--- config.mk ---
export PLATFORM = sky130hd
export DESIGN_NAME = wbg_div
export DESIGN_NICKNAME = d
export VERILOG_FILES = /design/src/rtl/core/wbg_pkg.sv /design/src/rtl/core/wbg_div.sv
export SDC_FILE = /design/constraint.sdc
export NUM_CORES = 2
export LEC_CHECK = 0
export ABC_AREA = 0
export BUFFER_PORTS_ARGS = -buffer_cell sky130_fd_sc_hd__buf_2
export CORE_MARGIN = 3
export CORE_UTILIZATION = 30
export DETAILED_ROUTE_END_ITERATION = 8
export GPL_TIMING_DRIVEN = 0
export PLACE_DENSITY = 0.44
export SLEW_MARGIN = 20
export SYNTH_ARGS = -nofsm -noshare
export SYNTH_HDL_FRONTEND = slang
export SYNTH_SLANG_ARGS = --single-unit
--- constraint.sdc ---
create_clock -name clock -period 4.98 [get_ports clock]
set_input_delay 0.249 -clock clock [delete_from_list [all_inputs] [get_ports clock]]
set_output_delay 0.249 -clock clock [all_outputs]
set_load 0.02 [all_outputs]
--- src/rtl/core/wbg_pkg.sv ---
// White-balance gain block: shared widths, constants and types.
// No dependencies; imported by wbg_div and the top level.
`timescale 1ns / 1ps

package wbg_pkg;

   localparam int RATIO_W      = 10;
   localparam int CORR_W       = 11;
   localparam int PROD_W       = 21;
   localparam int VAL_W        = 20;
   localparam int BASE_W       = 10;
   localparam int GNUM_W       = 30;
   localparam int GAIN_W       = 16;
   localparam int LIGHT_SHIFT  = 10;
   localparam int UNITY_SHIFT  = 10;
   localparam int CSR_IDX_W    = 1;

   localparam int SCALE        = 1000;
   localparam int UNITY        = 1024;
   localparam int LIGHT_OFFSET = 512;

   localparam int LANE_R       = 0;
   localparam int LANE_G       = 1;
   localparam int LANE_B       = 2;
   localparam int RATIO_LANES  = 2;
   localparam int GAIN_LANES   = 3;

   localparam logic [RATIO_W-1:0] TYPICAL_RG_RESET = RATIO_W'(301);
   localparam logic [RATIO_W-1:0] TYPICAL_BG_RESET = RATIO_W'(328);

   typedef enum logic [CSR_IDX_W-1:0] {
      CSR_TYPICAL_RG = 1'b0,
      CSR_TYPICAL_BG = 1'b1
   } csr_index_type;

   typedef struct packed {
      logic advance;
      logic valid;
   } pipe_ctl_type;

endpackage

--- src/rtl/core/wbg_div.sv ---
// Pipelined restoring divider, one quotient bit per stage, several lanes in step.
// Depends on wbg_pkg for the pipeline control struct.
`timescale 1ns / 1ps

module wbg_div import wbg_pkg::*; #(
   parameter int LANES  = RATIO_LANES,
   parameter int NUM_W  = VAL_W,
   parameter int DEN_W  = CORR_W,
   parameter int SIDE_W = 1
) (
   input  logic                           clock,
   input  logic                           reset,
   input  pipe_ctl_type                   ctl_in,
   input  logic [LANES-1:0][NUM_W-1:0]    num,
   input  logic [LANES-1:0][DEN_W-1:0]    den,
   input  logic [SIDE_W-1:0]              side_in,
   output logic                           valid_out,
   output logic [LANES-1:0][NUM_W-1:0]    quo,
   output logic [SIDE_W-1:0]              side_out
);

   logic [NUM_W-1:0]  valid_ff;
   logic [SIDE_W-1:0] side_ff  [NUM_W];
   logic [NUM_W-1:0]  qn_ff    [NUM_W][LANES];
   logic [NUM_W-1:0]  qn_in    [NUM_W][LANES];
   logic [NUM_W-1:0]  qn_prev  [NUM_W][LANES];
   logic [DEN_W-1:0]  rem_prev [NUM_W][LANES];
   logic [DEN_W-1:0]  den_cur  [NUM_W][LANES];
   logic [DEN_W-1:0]  rem_ff   [NUM_W-1][LANES];
   logic [DEN_W-1:0]  rem_in   [NUM_W-1][LANES];
   logic [DEN_W-1:0]  den_ff   [NUM_W-1][LANES];

   for (genvar s = 0; s < NUM_W; s++) begin : g_stage
      for (genvar l = 0; l < LANES; l++) begin : g_lane
         logic [DEN_W:0] trial;
         logic           ge;

         if (s == 0) begin : g_first
            assign rem_prev[s][l] = '0;
            assign den_cur[s][l]  = den[l];
            assign qn_prev[s][l]  = num[l];
         end else begin : g_next
            assign rem_prev[s][l] = rem_ff[s-1][l];
            assign den_cur[s][l]  = den_ff[s-1][l];
            assign qn_prev[s][l]  = qn_ff[s-1][l];
         end

         assign trial = {rem_prev[s][l], qn_prev[s][l][NUM_W-1]};
         assign ge    = trial >= {1'b0, den_cur[s][l]};
         assign qn_in[s][l] = {qn_prev[s][l][NUM_W-2:0], ge};

         if (s < NUM_W - 1) begin : g_rem
            logic [DEN_W-1:0] diff;
            assign diff = trial[DEN_W-1:0] - den_cur[s][l];
            assign rem_in[s][l] = ge ? diff : trial[DEN_W-1:0];
         end
      end
   end

   always_ff @(posedge clock) begin
      if (reset) begin
         valid_ff <= '0;
      end else if (ctl_in.advance) begin
         valid_ff <= {valid_ff[NUM_W-2:0], ctl_in.valid};
      end
   end

   always_ff @(posedge clock) begin
      if (ctl_in.advance) begin
         side_ff[0] <= side_in;
         for (int s = 1; s < NUM_W; s++) begin
            side_ff[s] <= side_ff[s-1];
         end
         for (int s = 0; s < NUM_W; s++) begin
            for (int l = 0; l < LANES; l++) begin
               qn_ff[s][l] <= qn_in[s][l];
            end
         end
         for (int s = 0; s < NUM_W - 1; s++) begin
            for (int l = 0; l < LANES; l++) begin
               rem_ff[s][l] <= rem_in[s][l];
               den_ff[s][l] <= den_cur[s][l];
            end
         end
      end
   end

   always_comb begin
      for (int l = 0; l < LANES; l++) begin
         quo[l] = qn_ff[NUM_W-1][l];
      end
   end

   assign valid_out = valid_ff[NUM_W-1];
   assign side_out  = side_ff[NUM_W-1];

endmodule

==> flow_summary.yaml <==
logic_synthesis:
  synthFlopType: "edfxtp_1"
  syn_inst: 5151
  synth_fa_ha_area_share_pct: 8.023
  syn_area_per_cell_um2: 14.52
  yosys-top-cells-count: "edfxtp_1 (1656), inv_1 (531), ha_1 (422)"
  yosysSeqAreaShare_pct: 67.02
  synth_top_family_by_area: "adder cells"
  yosys.area_share.xor_xnor_pct: 2.752
  synth.cell_area_mm2: 0.07480
  syn_nets: 5676
  ys_ff_latch: 1676
  synth_top_cell_area_share_pct: 66.48
  yosys-top-cells-area: "edfxtp_1 (66%), ha_1 (7.1%), mux2_1 (3.2%)"
  muxShareOfSynthArea_pct: 5.433
  synth_edf_count: 1656
  synth_simple_gate_area_share_pct: 5.452
  synth_top_area_cell: "edfxtp_1"
  synth_cell_types: 74
  ys_warn_count: 0
  synthArstFlopShare_pct: 0
  yosys.cell_count.top_type: "edfxtp_1"
  synth_compound_area_share_pct: 7.867
layout:
  multi_input_area_mm2: 0.02209
  seqCellArea_mm2: 0.05013
  final_area_mm2: 0.08650
  fin_nets: 6057
  instances_no_fill: 8998
  nFillCells: 23610
  area_growth_pct: 15.64
  drive_above_1_share_pct: 9.870
  fin_util_pct: 35.01
clock_network:
  numCtsBuffers: 193
  htreeDepth: 4
  insertion_delay_ns: 0.82
  cts_sinks: 1676
  clkSlewWorstSetupHoldPaths_ns: 0.06
  cts_buffer_depth: 3
  cts_hold_buf: 66
  cts_setup_buffers: 0
  cts_resized: 0
  cts_root_buffer: "clkbuf_16"
  cts_tree: "yes"
critical_path:
  crit_type: "flip-flop to flip-flop"
  cp_slowest_cell: "edfxtp_1"
  critPathLaunch: "qn_ff[2][79]"
  cp-start-kind: "flip-flop"
  critical-path-max-stage-delay_ns: 0.43
  crit_path_end_kind: "flip-flop"
  cp_cell_sequence: "inv_1, ha_1, fa_1, nor2b_1, o21ai_1, nand2b_1, a41o_1, a21oi_1, o21bai_1, buf_2, mux2_1"
  r2r_start: "qn_ff[2][79]"
  critical_path_buf_inv_count: 2
  cp_max_fo: 10
  crit_family: "compound AO/OA/AOI/OAI gates"
  crit_required_ns: 5.54
  worst_ep_arrival_time_ns: 3.80
worst_hold_path:
  min_from: "ctl_in[1]"
  hold_class: "input port to flip-flop"
global_route:
  grt_overflow: 0
  antenna_found_initial: 3
  grt_pass1_wl_um: 212200
  grt_start_max_net_pins: 146
  groute.usage.overall_pct: 10.08
  grt_pass1_vias: 42020
route:
  routed_wl_um: 129300
  viasPerCell: 4.424
  routedWlPerCell_um: 14.36
  vias: 39810
  drc: 0
  dr.first_iter.drc_count: 1880
  drtPass1Iterations: 5
  ant_nets: 0
pwr:
  power.total_mw: 48.30
  p_leak_nw: 32.98
  powerDensity_mw_per_mm2: 558.4
  ir_worst_vdd_mv: 0.3060
die:
  fp.coreArea_mm2: 0.2471
  fp.dieW_um: 505.3
  io-pin-count: 109
  initial_core_util_pct: 30.27
  die_area_mm2: 0.2554
  die_h_um: 505.3
  rows: 182
timing:
  setup_viol: 0
  max_freq_ghz: 0.3084
  slew_headroom_pct: 46.66
  rsz0062_at_grt: "no"
  period_share_pct: 65.11
  fin_tns_setup_ns: 0
  slew_viol_final: 0
  finalWorstSetupSlack_ns: 1.738
  fin_skew_ns: 0.05388
  finalHoldViolCount: 0
  tightest_slew_ns: 0.8001
  whs_ns: 0.09277
  period_minus_slack_ns: 3.242
placement:
  dpl.cell_count: 8583
  dp_hpwl_um: 87540
  io_buffers: 107
  gp_congestion: 0.8086
  placed_area_mm2: 0.07985
  place_ws_ns: 1.715
run:
  cap_violations: 0
status:
  status: "finished, final reports clean"
cell type report:
| cell class | count | area share (%) |
|---|---|---|
| diodes | 2 | 0.005786 |
| plain buffers | 88 | 0.6755 |
| clock buffers | 233 | 5.782 |
| clock inverters | 114 | 1.124 |
| inverters | 533 | 2.313 |
| multi-input cells | 2854 | 25.54 |
| flip-flops and latches | 1676 | 57.95 |
| well taps | 3312 | 4.791 |
| repair buffers | 186 | 1.814 |
path summary, 6_finish.rpt:
kind	slack, ns	depth (start not counted)	end
setup / recovery	1.74	11	rem_ff[10][14]
hold / removal	0.09	2	side_ff[0][2]
setup reg to reg	1.74	11	rem_ff[10][14]
hold reg to reg	0.38	0	qn_ff[3][42]
flip-flops by register name (all words and copies together), names as in the netlist:
register	flops
qn_ff	800
den_ff	418
rem_ff	418
side_ff	20
valid_ff	20
worst reg2reg max path, stage by stage, from the launching register on:
cell and delay (ns):
edfxtp_1 0.43, inv_1 0.09, ha_1 0.21, fa_1 0.42, nor2b_1 0.13, o21ai_1 0.07
nand2b_1 0.19, a41o_1 0.17, a21oi_1 0.11, o21bai_1 0.43, buf_2 0.36, mux2_1 0.37
cells in the final DEF, fill, tap and decap left out, drive strengths merged, types with 93 or more instances in the layout:
master     n
clkbuf   247
edfxtp  1656
nand2    268
nor2     237
mux2     282
ha       422
a21oi    325
inv      540
clkinv    93
o21ai    263
xnor2    179
buf      194
kinds of logic (layout without fill, tap and decap cells):
family	Yosys count	after routing
flip-flops	1676	1676
AO/OA/AOI/OAI	941	941
AND/OR/NAND/NOR	850	850
buffers and inverters	621	1154
adder cells (fa/ha/maj)	458	458
multiplexers	370	370
XOR/XNOR	235	235
other	0	2
layer usage:
| metal | vias up | GRT usage, % | share of wire [%] |
|---|---|---|---|
| li1 | 19940 | - | - |
| met1 | 19080 | 11.15 | 40 |
| met2 | 472 | 18.45 | 52 |
| met3 | 316 | 1.962 | 3.2 |
| met4 | 0 | 4.797 | 4.3 |
| met5 | - | 0 | 0 |
power breakdown:
part           leakage [nW]  switching (mW)  internal [mW]
registers              16.3            1.04           19.0
logic                  13.8            8.13           6.86
clock network          2.91            5.72           7.58
Note: power is estimated with default switching activity, not from simulation.
